<file path="config.mk">
export PLATFORM = sky130hd
export DESIGN_NAME = whole_word_censor_filter_flat
export DESIGN_NICKNAME = d
export VERILOG_FILES = /design/src/design/wwcf_pkg.sv /design/src/design/wwcf_channels.sv /design/src/design/wwcf_front.sv /design/src/design/wwcf_queue.sv /design/src/design/wwcf_back.sv /design/src/design/whole_word_censor_filter.sv /design/src/flat_wrapper.sv
export SDC_FILE = /design/constraint.sdc
export NUM_CORES = 2
export LEC_CHECK = 0
export ABC_AREA = 1
export BUFFER_PORTS_ARGS = -buffer_cell sky130_fd_sc_hd__buf_2
export CORE_ASPECT_RATIO = 0.9
export CORE_MARGIN = 8
export CORE_UTILIZATION = 50
export CTS_CLUSTER_DIAMETER = 200
export CTS_CLUSTER_SIZE = 24
export DETAILED_ROUTE_END_ITERATION = 6
export PLACE_DENSITY_LB_ADDON = 0.08
export SYNTH_ARGS = -nofsm -noshare
export SYNTH_HDL_FRONTEND = slang
export SYNTH_SLANG_ARGS = --single-unit
</file>
<file path="constraint.sdc">
create_clock -name clock -period 22.3 [get_ports clock]
set_input_delay 1.115 -clock clock [delete_from_list [all_inputs] [get_ports clock]]
set_output_delay 1.115 -clock clock [all_outputs]
set_load 0.05 [all_outputs]
</file>
<file path="src/design/wwcf_pkg.sv">
package wwcf_pkg;

   // Sizing of the block.
   localparam int MAX_WORDS    = 7;
   localparam int MAX_WORD_LEN = 8;
   localparam int COUNT_WIDTH  = 16;

   // Fixed field widths of the channels.
   localparam int BYTE_W     = 8;
   localparam int REG_BYTES  = 8;
   localparam int REG_W      = REG_BYTES * BYTE_W;
   localparam int HIT_W      = 16;
   localparam int IDX_W      = 3;
   localparam int WIU_W      = 3;
   localparam int CSR_IDX_W  = 3;

   // Derived widths.
   localparam int LEN_W  = $clog2(MAX_WORD_LEN + 1);
   localparam int BSEL_W = (MAX_WORD_LEN > 1) ? $clog2(MAX_WORD_LEN) : 1;
   localparam int SEL_W  = (MAX_WORDS > 1) ? $clog2(MAX_WORDS) : 1;
   localparam int RCNT_W = $clog2(MAX_WORDS + 1);
   localparam int ZPOS_W = $clog2(REG_BYTES + 1);
   localparam int SEQ_W  = $clog2(MAX_WORD_LEN + MAX_WORDS + 1);
   localparam int TOT_W  = SEQ_W + 1;

   // Job queue between the front and the back.
   localparam int QUEUE_DEPTH = 2;
   localparam int QPTR_W      = (QUEUE_DEPTH > 1) ? $clog2(QUEUE_DEPTH) : 1;
   localparam int QCNT_W      = $clog2(QUEUE_DEPTH + 1);

   // Command and result codes.
   localparam logic CMD_BYTE    = 1'b0;
   localparam logic CMD_END     = 1'b1;
   localparam logic KIND_CHAR   = 1'b0;
   localparam logic KIND_REPORT = 1'b1;

   // Characters.
   localparam logic [BYTE_W-1:0] CH_STAR  = 8'h2A;
   localparam logic [BYTE_W-1:0] CH_SPACE = 8'h20;
   localparam logic [BYTE_W-1:0] CH_NUL   = 8'h00;

   // Register indexes.
   localparam logic [CSR_IDX_W-1:0] CSR_WORDS_IN_USE = 3'd0;
   localparam logic [CSR_IDX_W-1:0] CSR_BANNED_BASE  = 3'd1;

   typedef struct packed {
      logic [WIU_W-1:0]                  words_in_use;
      logic [MAX_WORDS-1:0][REG_W-1:0]   banned;
   } cfg_type;

   // One unit of work for the back: an optional word, an optional trailing
   // character and an optional run of counter reports.
   typedef struct packed {
      logic [MAX_WORD_LEN-1:0][BYTE_W-1:0] word;
      logic [LEN_W-1:0]                    len;
      logic                                masked;
      logic                                has_char;
      logic [BYTE_W-1:0]                   tail_byte;
      logic [RCNT_W-1:0]                   report_count;
      logic [MAX_WORDS-1:0][HIT_W-1:0]     counts;
   } job_type;

   typedef struct packed {
      logic full;
      logic empty;
   } qstat_type;

   // Length of a banned word: position of its first zero byte.
   function automatic logic [ZPOS_W-1:0] first_zero(input logic [REG_W-1:0] w);
      logic [ZPOS_W-1:0] pos;
      logic              found;
      pos   = ZPOS_W'(REG_BYTES);
      found = 1'b0;
      for (int b = 0; b < REG_BYTES; b++) begin
         if (!found && (w[b*BYTE_W +: BYTE_W] == CH_NUL)) begin
            pos   = ZPOS_W'(b);
            found = 1'b1;
         end
      end
      return pos;
   endfunction

endpackage

</file>
<file path="src/design/wwcf_channels.sv">
interface wwcf_req_if;
   import wwcf_pkg::*;
   logic              valid;
   logic              ready;
   logic              cmd;
   logic [BYTE_W-1:0] msg_byte;
   modport source (output valid, cmd, msg_byte, input ready);
   modport sink   (input valid, cmd, msg_byte, output ready);
endinterface

interface wwcf_rsp_if;
   import wwcf_pkg::*;
   logic              valid;
   logic              ready;
   logic              kind;
   logic [BYTE_W-1:0] out_byte;
   logic [IDX_W-1:0]  word_index;
   logic [HIT_W-1:0]  hit_count;
   logic              last;
   modport source (output valid, kind, out_byte, word_index, hit_count, last, input ready);
   modport sink   (input valid, kind, out_byte, word_index, hit_count, last, output ready);
endinterface

interface wwcf_csr_if;
   import wwcf_pkg::*;
   logic                 valid;
   logic                 ready;
   logic [CSR_IDX_W-1:0] reg_index;
   logic [REG_W-1:0]     wdata;
   modport source (output valid, reg_index, wdata, input ready);
   modport sink   (input valid, reg_index, wdata, output ready);
endinterface

</file>
<file path="src/design/wwcf_front.sv">
module wwcf_front (
   input  logic                clock,
   input  logic                reset,
   wwcf_req_if.sink            req_if,
   input  wwcf_pkg::cfg_type   cfg,
   input  wwcf_pkg::qstat_type qstat,
   output logic                push,
   output wwcf_pkg::job_type   push_job
);
   import wwcf_pkg::*;

   logic [BYTE_W-1:0]      store_ff [MAX_WORD_LEN];
   logic [BYTE_W-1:0]      store_in [MAX_WORD_LEN];
   logic [LEN_W-1:0]       len_ff, len_in;
   logic                   ovf_ff, ovf_in;
   logic [COUNT_WIDTH-1:0] cnt_ff [MAX_WORDS];
   logic [COUNT_WIDTH-1:0] cnt_in [MAX_WORDS];
   logic [COUNT_WIDTH-1:0] cnt_bump [MAX_WORDS];

   logic                   fire;
   logic                   is_end;
   logic                   is_space;
   logic                   release_word;
   logic [WIU_W-1:0]       active;
   logic [MAX_WORDS-1:0]   hit_vec;
   logic                   hit_any;
   logic [SEL_W-1:0]       hit_sel;

   assign req_if.ready = !qstat.full;
   assign fire         = req_if.valid && req_if.ready;
   assign is_end       = (req_if.cmd == CMD_END);
   assign is_space     = (req_if.cmd == CMD_BYTE) && (req_if.msg_byte == CH_SPACE);
   assign release_word = fire && (is_end || is_space);
   assign active       = (cfg.words_in_use > WIU_W'(MAX_WORDS)) ?
                         WIU_W'(MAX_WORDS) : cfg.words_in_use;

   // Whole-word compare against every active banned word in parallel.
   always_comb begin
      logic eq;
      for (int i = 0; i < MAX_WORDS; i++) begin
         eq = 1'b1;
         for (int b = 0; b < MAX_WORD_LEN; b++) begin
            if ((b < int'(len_ff)) &&
                (cfg.banned[i][b*BYTE_W +: BYTE_W] != store_ff[b])) begin
               eq = 1'b0;
            end
         end
         hit_vec[i] = (i < int'(active)) && (len_ff != '0) && eq &&
                      (int'(first_zero(cfg.banned[i])) == int'(len_ff));
      end
   end

   // The lowest-indexed hit wins.
   always_comb begin
      hit_sel = '0;
      for (int i = MAX_WORDS - 1; i >= 0; i--) begin
         if (hit_vec[i]) begin
            hit_sel = SEL_W'(i);
         end
      end
   end
   assign hit_any = |hit_vec;

   always_comb begin
      for (int i = 0; i < MAX_WORDS; i++) begin
         cnt_bump[i] = cnt_ff[i];
         if (release_word && hit_any && (int'(hit_sel) == i) && (cnt_ff[i] != '1)) begin
            cnt_bump[i] = cnt_ff[i] + COUNT_WIDTH'(1);
         end
      end
   end

   always_comb begin
      store_in = store_ff;
      len_in   = len_ff;
      ovf_in   = ovf_ff;
      cnt_in   = cnt_ff;
      push     = 1'b0;
      for (int b = 0; b < MAX_WORD_LEN; b++) begin
         push_job.word[b] = store_ff[b];
      end
      for (int i = 0; i < MAX_WORDS; i++) begin
         push_job.counts[i] = HIT_W'(cnt_bump[i]);
      end
      push_job.len          = len_ff;
      push_job.masked       = 1'b0;
      push_job.has_char     = 1'b0;
      push_job.tail_byte    = req_if.msg_byte;
      push_job.report_count = '0;

      if (fire) begin
         if (is_end) begin
            push_job.masked       = hit_any;
            push_job.report_count = RCNT_W'(active);
            push                  = (len_ff != '0) || (active != '0);
            len_in                = '0;
            ovf_in                = 1'b0;
            for (int i = 0; i < MAX_WORDS; i++) begin
               cnt_in[i] = '0;
            end
         end else if (is_space) begin
            push_job.masked   = hit_any;
            push_job.has_char = 1'b1;
            push              = 1'b1;
            len_in            = '0;
            ovf_in            = 1'b0;
            cnt_in            = cnt_bump;
         end else if (ovf_ff) begin
            // Rest of an overlong word passes straight through.
            push_job.len      = '0;
            push_job.has_char = 1'b1;
            push              = 1'b1;
         end else if (len_ff == LEN_W'(MAX_WORD_LEN)) begin
            // Buffer is full: release it unchanged along with this byte.
            push_job.has_char = 1'b1;
            push              = 1'b1;
            len_in            = '0;
            ovf_in            = 1'b1;
         end else begin
            store_in[len_ff[BSEL_W-1:0]] = req_if.msg_byte;
            len_in = len_ff + LEN_W'(1);
         end
      end
   end

   always_ff @(posedge clock) begin
      store_ff <= store_in;
   end

   always_ff @(posedge clock) begin
      if (reset) begin
         len_ff <= '0;
         ovf_ff <= 1'b0;
         for (int i = 0; i < MAX_WORDS; i++) begin
            cnt_ff[i] <= '0;
         end
      end else begin
         len_ff <= len_in;
         ovf_ff <= ovf_in;
         cnt_ff <= cnt_in;
      end
   end

endmodule

</file>
<file path="src/design/wwcf_queue.sv">
module wwcf_queue (
   input  logic                clock,
   input  logic                reset,
   input  logic                push,
   input  wwcf_pkg::job_type   push_job,
   input  logic                pop,
   output wwcf_pkg::job_type   head,
   output wwcf_pkg::qstat_type qstat
);
   import wwcf_pkg::*;

   job_type           mem_ff [QUEUE_DEPTH];
   logic [QPTR_W-1:0] wr_ptr_ff, wr_ptr_in;
   logic [QPTR_W-1:0] rd_ptr_ff, rd_ptr_in;
   logic [QCNT_W-1:0] count_ff, count_in;

   function automatic logic [QPTR_W-1:0] next_ptr(input logic [QPTR_W-1:0] p);
      return (p == QPTR_W'(QUEUE_DEPTH - 1)) ? '0 : p + QPTR_W'(1);
   endfunction

   assign head        = mem_ff[rd_ptr_ff];
   assign qstat.full  = (count_ff == QCNT_W'(QUEUE_DEPTH));
   assign qstat.empty = (count_ff == '0);

   always_comb begin
      wr_ptr_in = push ? next_ptr(wr_ptr_ff) : wr_ptr_ff;
      rd_ptr_in = pop ? next_ptr(rd_ptr_ff) : rd_ptr_ff;
      count_in  = count_ff;
      if (push && !pop) begin
         count_in = count_ff + QCNT_W'(1);
      end else if (pop && !push) begin
         count_in = count_ff - QCNT_W'(1);
      end
   end

   always_ff @(posedge clock) begin
      if (push) begin
         mem_ff[wr_ptr_ff] <= push_job;
      end
   end

   always_ff @(posedge clock) begin
      if (reset) begin
         wr_ptr_ff <= '0;
         rd_ptr_ff <= '0;
         count_ff  <= '0;
      end else begin
         wr_ptr_ff <= wr_ptr_in;
         rd_ptr_ff <= rd_ptr_in;
         count_ff  <= count_in;
      end
   end

endmodule

</file>
<file path="src/design/wwcf_back.sv">
module wwcf_back (
   input  logic                clock,
   input  logic                reset,
   input  wwcf_pkg::qstat_type qstat,
   input  wwcf_pkg::job_type   head,
   output logic                pop,
   wwcf_rsp_if.source          rsp_if
);
   import wwcf_pkg::*;

   logic [SEQ_W-1:0]  k_ff, k_in;
   logic              valid_ff, valid_in;
   logic              kind_ff, kind_in;
   logic [BYTE_W-1:0] byte_ff, byte_in;
   logic [IDX_W-1:0]  idx_ff, idx_in;
   logic [HIT_W-1:0]  hit_ff, hit_in;
   logic              last_ff, last_in;

   logic              advance;
   logic              emit;
   logic [TOT_W-1:0]  total;
   logic [TOT_W-1:0]  kk;
   logic [TOT_W-1:0]  rel;
   logic [SEL_W-1:0]  rep_sel;

   assign advance = !valid_ff || rsp_if.ready;
   assign emit    = !qstat.empty && advance;
   assign total   = TOT_W'(head.len) + TOT_W'(head.has_char) + TOT_W'(head.report_count);
   assign kk      = TOT_W'(k_ff);
   assign rel     = kk - TOT_W'(head.len) - TOT_W'(head.has_char);
   assign rep_sel = rel[SEL_W-1:0];

   // Result number k of the head job: word bytes, then the tail, then reports.
   always_comb begin
      kind_in = KIND_CHAR;
      byte_in = '0;
      idx_in  = '0;
      hit_in  = '0;
      if (kk < TOT_W'(head.len)) begin
         byte_in = head.masked ? CH_STAR : head.word[k_ff[BSEL_W-1:0]];
      end else if (head.has_char && (kk == TOT_W'(head.len))) begin
         byte_in = head.tail_byte;
      end else begin
         kind_in = KIND_REPORT;
         idx_in  = IDX_W'(rep_sel);
         hit_in  = head.counts[rep_sel];
      end
      last_in = ((kk + TOT_W'(1)) == total);
   end

   always_comb begin
      pop      = emit && last_in;
      valid_in = advance ? !qstat.empty : valid_ff;
      k_in     = k_ff;
      if (emit) begin
         k_in = last_in ? '0 : k_ff + SEQ_W'(1);
      end
   end

   always_ff @(posedge clock) begin
      if (emit) begin
         kind_ff <= kind_in;
         byte_ff <= byte_in;
         idx_ff  <= idx_in;
         hit_ff  <= hit_in;
         last_ff <= last_in;
      end
   end

   always_ff @(posedge clock) begin
      if (reset) begin
         valid_ff <= 1'b0;
         k_ff     <= '0;
      end else begin
         valid_ff <= valid_in;
         k_ff     <= k_in;
      end
   end

   assign rsp_if.valid      = valid_ff;
   assign rsp_if.kind       = kind_ff;
   assign rsp_if.out_byte   = byte_ff;
   assign rsp_if.word_index = idx_ff;
   assign rsp_if.hit_count  = hit_ff;
   assign rsp_if.last       = last_ff;

endmodule

</file>
<file path="src/design/whole_word_censor_filter.sv">
// A letter is buffered and gives no result; each result of a space, end-of-message or
// pass-through byte goes through the job queue and then the back's output register before rsp offers it.
// Throughput: one req transaction per cycle while the two-entry job queue has room;
// the back emits one rsp transaction per cycle while rsp is ready, one job at a time.
// Reset (synchronous, active high) clears configuration, hit counters, word length,
// the job queue and the output valid; the word buffer bytes are left as they are.
module whole_word_censor_filter (
   input  logic       clock,
   input  logic       reset,
   wwcf_req_if.sink   req_if,
   wwcf_rsp_if.source rsp_if,
   wwcf_csr_if.sink   csr_if
);
   import wwcf_pkg::*;

   // Configuration registers. Writes are always taken; the block is
   // expected to be idle while they change.
   cfg_type cfg_ff, cfg_in;

   // Job handoff between the front and the back.
   logic      q_push;
   job_type   push_job;
   logic      q_pop;
   job_type   q_head;
   qstat_type qstat;

   logic               csr_fire;
   logic [CSR_IDX_W-1:0] banned_rel;

   assign csr_if.ready = 1'b1;
   assign csr_fire     = csr_if.valid && csr_if.ready;
   assign banned_rel   = csr_if.reg_index - CSR_BANNED_BASE;

   // Index zero sets the number of active words; the following indexes
   // each load one banned word. Indexes beyond the list are dropped.
   always_comb begin
      cfg_in = cfg_ff;
      if (csr_fire) begin
         if (csr_if.reg_index == CSR_WORDS_IN_USE) begin
            cfg_in.words_in_use = csr_if.wdata[WIU_W-1:0];
         end else if ((csr_if.reg_index >= CSR_BANNED_BASE) &&
                      (int'(banned_rel) < MAX_WORDS)) begin
            cfg_in.banned[banned_rel[SEL_W-1:0]] = csr_if.wdata;
         end
      end
   end

   always_ff @(posedge clock) begin
      if (reset) begin
         cfg_ff <= '0;
      end else begin
         cfg_ff <= cfg_in;
      end
   end

   // The front buffers the current word, compares it at a word boundary,
   // keeps the hit counters and turns every transaction that yields output
   // into one job.
   wwcf_front u_front (
      .clock    (clock),
      .reset    (reset),
      .req_if   (req_if),
      .cfg      (cfg_ff),
      .qstat    (qstat),
      .push     (q_push),
      .push_job (push_job)
   );

   // A short queue lets the front keep taking bytes while the back drains
   // a long job.
   wwcf_queue u_queue (
      .clock    (clock),
      .reset    (reset),
      .push     (q_push),
      .push_job (push_job),
      .pop      (q_pop),
      .head     (q_head),
      .qstat    (qstat)
   );

   // The back walks each job one result per cycle into the output register while the
   // consumer takes them, and holds while a stalled consumer leaves that register full.
   wwcf_back u_back (
      .clock  (clock),
      .reset  (reset),
      .qstat  (qstat),
      .head   (q_head),
      .pop    (q_pop),
      .rsp_if (rsp_if)
   );

`ifndef SYNTHESIS
   // The front must never hand a job to a full queue.
   a_no_push_when_full: assert property (@(posedge clock) disable iff (reset)
      !(q_push && qstat.full))
      else $error("job pushed into a full queue");

   // A job never describes more bytes or reports than the block holds.
   a_job_bounds: assert property (@(posedge clock) disable iff (reset)
      q_push |-> ((int'(push_job.len) <= MAX_WORD_LEN) &&
                  (int'(push_job.report_count) <= MAX_WORDS)))
      else $error("job exceeds word buffer or counter count");

   // The back pops only a job that is present.
   a_pop_nonempty: assert property (@(posedge clock) disable iff (reset)
      q_pop |-> !qstat.empty)
      else $error("pop from an empty queue");

   // After reset nothing is pending and no result is offered.
   a_reset_clean: assert property (@(posedge clock)
      reset |=> (!rsp_if.valid && qstat.empty))
      else $error("state left over after reset");
`endif

endmodule
</file>
<file path="src/flat_wrapper.sv">
// flat-port wrapper written by rule: the top's interface ports become plain ports
module whole_word_censor_filter_flat import wwcf_pkg::*;
  (clock, reset, req_if_valid, req_if_cmd, req_if_msg_byte, req_if_ready, rsp_if_valid, rsp_if_kind, rsp_if_out_byte, rsp_if_word_index, rsp_if_hit_count, rsp_if_last, rsp_if_ready, csr_if_valid, csr_if_reg_index, csr_if_wdata, csr_if_ready);
  wwcf_req_if req_if_i ();
  wwcf_rsp_if rsp_if_i ();
  wwcf_csr_if csr_if_i ();
  input  logic clock;
  input  logic reset;
  input wire logic [$bits(req_if_i.valid)-1:0] req_if_valid;
  input wire logic [$bits(req_if_i.cmd)-1:0] req_if_cmd;
  input wire logic [$bits(req_if_i.msg_byte)-1:0] req_if_msg_byte;
  output wire logic [$bits(req_if_i.ready)-1:0] req_if_ready;
  output wire logic [$bits(rsp_if_i.valid)-1:0] rsp_if_valid;
  output wire logic [$bits(rsp_if_i.kind)-1:0] rsp_if_kind;
  output wire logic [$bits(rsp_if_i.out_byte)-1:0] rsp_if_out_byte;
  output wire logic [$bits(rsp_if_i.word_index)-1:0] rsp_if_word_index;
  output wire logic [$bits(rsp_if_i.hit_count)-1:0] rsp_if_hit_count;
  output wire logic [$bits(rsp_if_i.last)-1:0] rsp_if_last;
  input wire logic [$bits(rsp_if_i.ready)-1:0] rsp_if_ready;
  input wire logic [$bits(csr_if_i.valid)-1:0] csr_if_valid;
  input wire logic [$bits(csr_if_i.reg_index)-1:0] csr_if_reg_index;
  input wire logic [$bits(csr_if_i.wdata)-1:0] csr_if_wdata;
  output wire logic [$bits(csr_if_i.ready)-1:0] csr_if_ready;
  assign req_if_i.valid = req_if_valid;
  assign req_if_i.cmd = req_if_cmd;
  assign req_if_i.msg_byte = req_if_msg_byte;
  assign req_if_ready = req_if_i.ready;
  assign rsp_if_valid = rsp_if_i.valid;
  assign rsp_if_kind = rsp_if_i.kind;
  assign rsp_if_out_byte = rsp_if_i.out_byte;
  assign rsp_if_word_index = rsp_if_i.word_index;
  assign rsp_if_hit_count = rsp_if_i.hit_count;
  assign rsp_if_last = rsp_if_i.last;
  assign rsp_if_i.ready = rsp_if_ready;
  assign csr_if_i.valid = csr_if_valid;
  assign csr_if_i.reg_index = csr_if_reg_index;
  assign csr_if_i.wdata = csr_if_wdata;
  assign csr_if_ready = csr_if_i.ready;
  whole_word_censor_filter u_core (.clock(clock), .reset(reset), .req_if(req_if_i), .rsp_if(rsp_if_i), .csr_if(csr_if_i));
endmodule
</file>
==> Implementation_results.wiki <==
{| class="wikitable"
! Metric !! Value
|-
| Worst endpoint required time || 22.72 ns
|-
| Arrival time reported for the critical path endpoint || 5.41 ns
|-
| Sum of overflow across all layers after global routing || 0
|-
| Actual transition at the worst max-transition pin || 1.23 ns
|-
| Clock tree root buffer cell || sky130_fd_sc_hd__clkbuf_16
|-
| Post-synth cell types || 65
|-
| Worst Skew || 0.0471 ns
|-
| Internal Pwr Total || 2.73 mW
|-
| Starting density of the core || 0.504
|-
| Post-CTS clock slew at the launch and capture registers of the worst setup and hold paths || 0.10 ns
|-
| Final number of max-transition violations || 0
|-
| Remaining DRCs || 0
|-
| Number of global-route vias before repair || 39500
|-
| Clock insertion delay at the later pin of the skew report || 0.67 ns
|-
| Detailed Route Iter0 Violations || 4776
|-
| Wire length of the first global-routing pass || 251 mm
|-
| Net count reported at finish || 6620
|-
| Largest net degree at the start of global routing || 171
|-
| Critical path peak fanout || 16
|-
| Via count || 43800
|-
| Design Power || 3.95 mW
|-
| Cell row count || 112
|-
| Final setup violation count || 0
|-
| Die width || 356 µm
|-
| Peak supply drop || 69.7 µV
|-
| Clock tree from TritonCTS || built
|-
| CTS H-Tree Depth || 2
|-
| Cts hold-fix bufs || 0
|-
| Clock buffer depth || 3
|-
| Critical path's slowest cell || sky130_fd_sc_hd__dfxtp_1
|-
| Clock power frac || 0.275
|-
| GRT Util Overall || 0.284
|-
| Num CTS Buffers || 50
|-
| Capture point of the critical path || u_core.u_queue.mem_ff[0][6]
|-
| Power density over cell area || 71.8 nW/µm²
|-
| WS Path Type || reg -> reg
|-
| Number of antenna violations at the first check in global routing || 6
|-
| Number of nets produced by synthesis || 6742
|-
| Routed via count divided by cell count || 5.53
|-
| Cell chain of the critical path || clkinv_1 > ha_1 > nand2_2 > nand2_1 > nor2_1 > nand3_1 > nor2_1 > nand2_1 > nor2_1 > nand3_1 > nor2_1 > nand2_1 > nand2_1 > nand2_1 > nand2_1 > nand2_1 > nand2_1 > nand3_1 > nor2_1 > nand3_1 > and2_1
|-
| Outcome || complete, no violations
|-
| Design area || 55000 µm²
|-
| Sw frac || 0.309
|-
| Minimum period implied by the final worst setup slack || 4.99 ns
|-
| Beginning of the worst register-to-register path || u_core.u_front.len_ff[0]
|-
| Die area || 115000 µm²
|-
| Share of synthesized registers carrying an async set or reset || 0
|-
| Number of iterations in the first detailed-routing pass || 6
|-
| Post-synthesis area per instance || 7.86 µm²
|-
| Worst stage delay on the critical path || 0.67 ns
|-
| Post CTS Setup Buffer Count || 0
|-
| Combinational Power Share || 0.182
|-
| Sequential group share of total power || 0.542
|-
| CTS-repair resized insts || 0
|-
| Synth-to-Final Area Change || 5.36%
|-
| Worst slew margin relative to its limit || 0.180
|-
| Sequential share of the synthesized area || 0.498
|-
| P_leak || 21.3 nW
|-
| Count of flip-flops with a built-in enable after synthesis || 479
|-
| Final Hold Viols || 0
|-
| Mean routed wirelength per cell || 21.3 µm
|-
| Flop-to-flop setup slack || 17.31 ns
|-
| Fraction of layout instances using a drive strength above 1 || 0.0598
|-
| Detailed placement HPWL || 118 mm
|-
| Worst Reg2Reg Path Length in Cells || 21
|-
| Type of the tightest min-delay check || reg -> reg
|-
| Switching power summed over all nets || 1.22 mW
|-
| Reg-to-reg critical path endpoint || u_core.u_queue.mem_ff[0][6]
|-
| Remaining number of nets flagged by the antenna check after routing || 0
|-
| Total Negative Setup Slacks || 0 ns
|-
| Fmax || 200 MHz
|-
| Core area || 104000 µm²
|-
| Critical Path Source Type || flop
|-
| Part of the cycle the worst path needs || 0.224
|-
| Yosys warns || 0
|-
| Post-DP Area || 53500 µm²
|-
| Number of instances in the synthesized netlist || 6637
|-
| Leading register cell type out of synthesis || sky130_fd_sc_hd__dfxtp_1
|-
| Critical Path Source || u_core.u_front.len_ff[0]
|-
| Setup repair after global routing missed its margin || no
|-
| Crit. End Element || flop
|-
| Overall die height || 322 µm
|-
| Final weighted congestion in routability-driven placement || 1.00
|-
| Area of the mapped netlist || 52200 µm²
|-
| Number of fill cells || 9947
|-
| Flops & latches, synth || 1057
|-
| Total routed wirelength || 168 mm
|-
| Clock sinks || 1057
|-
| Max-cap check violation count || 0
|-
| Critical Path Most Common Cell || sky130_fd_sc_hd__nand2_1
|-
| Top Ports || 113
|-
| Count of input and output buffers || 111
|}
==> per-layer routing <==
layer	wire length, µm	track usage	vias to the layer above
li1	-	-	21300
met4	2900	0.0504	0
met5	0	0	-
met2	71600	0.431	1465
met3	14200	0.0480	159
met1	79700	0.431	20900
==> kinds of logic (layout without fill, tap and decap cells) <==
family,count (synthesis),count (layout),share of synthesized area
and+or+nand+nor,3257,3257,0.258
xor gates and xnor gates,360,360,0.0610
AOI/OAI and AO/OA,1076,1076,0.111
muxes,5,5,0.000959
other,1,4,0.0000719
DFF,1057,1057,0.498
buffers and inverters,857,771,0.0651
adders and majority gates,24,24,0.00633
==> Yosys cell counts, drive strengths merged (13+ instances only) <==
cell	number	area [µm²]
ha	20	250
a21oi	211	1070
inv	522	1960
o21ai	720	3640
edfxtp	479	14400
nand2	1311	4980
and2	48	300
clkbuf	236	886
xor2	67	609
xnor2	293	2570
buf	91	522
o211ai	13	97.6
nand4	125	820
nor3	50	250
dfxtp	578	11600
nor2	1417	5460
o22ai	45	282
nand3	266	1360
o221ai	16	140
or2	21	131
==> placed cells by master (no fill, tap or decap), types with 19 or more instances in the layout <==
master / synthesis / layout
sky130_fd_sc_hd__nand2_2: 19 / 20
sky130_fd_sc_hd__inv_2: 57 / 61
sky130_fd_sc_hd__a21oi_1: 208 / 207
sky130_fd_sc_hd__nand3_1: 261 / 261
sky130_fd_sc_hd__nor2_2: 24 / 25
sky130_fd_sc_hd__ha_1: 20 / 20
sky130_fd_sc_hd__nor3_1: 50 / 49
sky130_fd_sc_hd__nor2_4: 11 / 19
sky130_fd_sc_hd__xnor2_1: 292 / 292
sky130_fd_sc_hd__buf_2: 63 / 111
sky130_fd_sc_hd__nor2_1: 1382 / 1373
sky130_fd_sc_hd__clkbuf_1: 236 / 34
sky130_fd_sc_hd__buf_4: 18 / 40
sky130_fd_sc_hd__nand4_1: 119 / 119
sky130_fd_sc_hd__xor2_1: 64 / 64
sky130_fd_sc_hd__o22ai_1: 45 / 45
sky130_fd_sc_hd__nand2_1: 1290 / 1289
sky130_fd_sc_hd__clkbuf_16: 0 / 53
sky130_fd_sc_hd__inv_1: 465 / 459
sky130_fd_sc_hd__edfxtp_1: 479 / 479
sky130_fd_sc_hd__and2_1: 48 / 48
sky130_fd_sc_hd__o21ai_0: 700 / 700
sky130_fd_sc_hd__dfxtp_1: 578 / 577
==> power groups by stage <==
stage	logic, mW	registers, mW	clock network, mW
2_1_floorplan	0.401	2.21	0
3_3_place_gp	0.702	2.18	0
3_5_place_dp	0.707	2.18	0
4_1_cts	0.709	2.14	1.11
5_1_grt	0.778	2.15	1.17
6_report	0.720	2.14	1.09
==> worst min path at each step <==
stage                                     from                          to  slack, ns  cells after the start
finish               u_core.u_front.cnt_ff[34]   u_core.u_front.cnt_ff[34]       0.45                      2
global route        u_core.u_front.cnt_ff[111]  u_core.u_front.cnt_ff[111]       0.47                      2
floorplan           u_core.u_front.cnt_ff[111]  u_core.u_front.cnt_ff[111]       0.43                      2
global placement     u_core.u_front.cnt_ff[34]   u_core.u_front.cnt_ff[34]       0.44                      2
CTS                  u_core.u_front.cnt_ff[34]   u_core.u_front.cnt_ff[34]       0.46                      2
detailed placement   u_core.u_front.cnt_ff[34]   u_core.u_front.cnt_ff[34]       0.44                      2
==> stage by stage <==
stage               std cells  worst slack, ns  hold WS, ns   util
floorplan                6637            11.70        0.426      -
global placement         7831            17.41        0.437  0.516
detailed placement       7831            17.36        0.440  0.516
CTS                      7919            17.32        0.461  0.531
global route             7920            16.88        0.466  0.531
finish                   7922            17.31        0.454  0.531
==> area by class of cell <==
type	count	area [µm²]	share of cell area
timing repair buffer	153	896	0.0163
tap	1368	1710	0.0311
multi-input combinational	4723	22900	0.417
inverter	530	2010	0.0365
antenna	3	7.51	0.000137
clock inverter	1	30.0	0.000546
clock buffer	87	1450	0.0265
sequential	1057	26000	0.472
==> worst max-delay path, delay by kind of cell, from the launching register on <==
family	cells	cell delay, ns
buf+inv	1	0.46
flops	1	0.67
simple gates	19	3.21
fa+ha+maj	1	0.39
==> flip-flops by register name, indices dropped and copies added, names as in the netlist, 3 cells and up, named ones only <==
register,count
u_core.cfg_ff,451
u_core.u_back.rsp_if.word_index,3
u_core.u_queue.mem_ff,386
u_core.u_front.len_ff,4
u_core.u_back.rsp_if.out_byte,8
u_core.u_front.cnt_ff,112
u_core.u_back.rsp_if.hit_count,16
u_core.u_back.k_ff,4
u_core.u_front.push_job,64
Note: power is estimated with default switching activity, not from simulation.
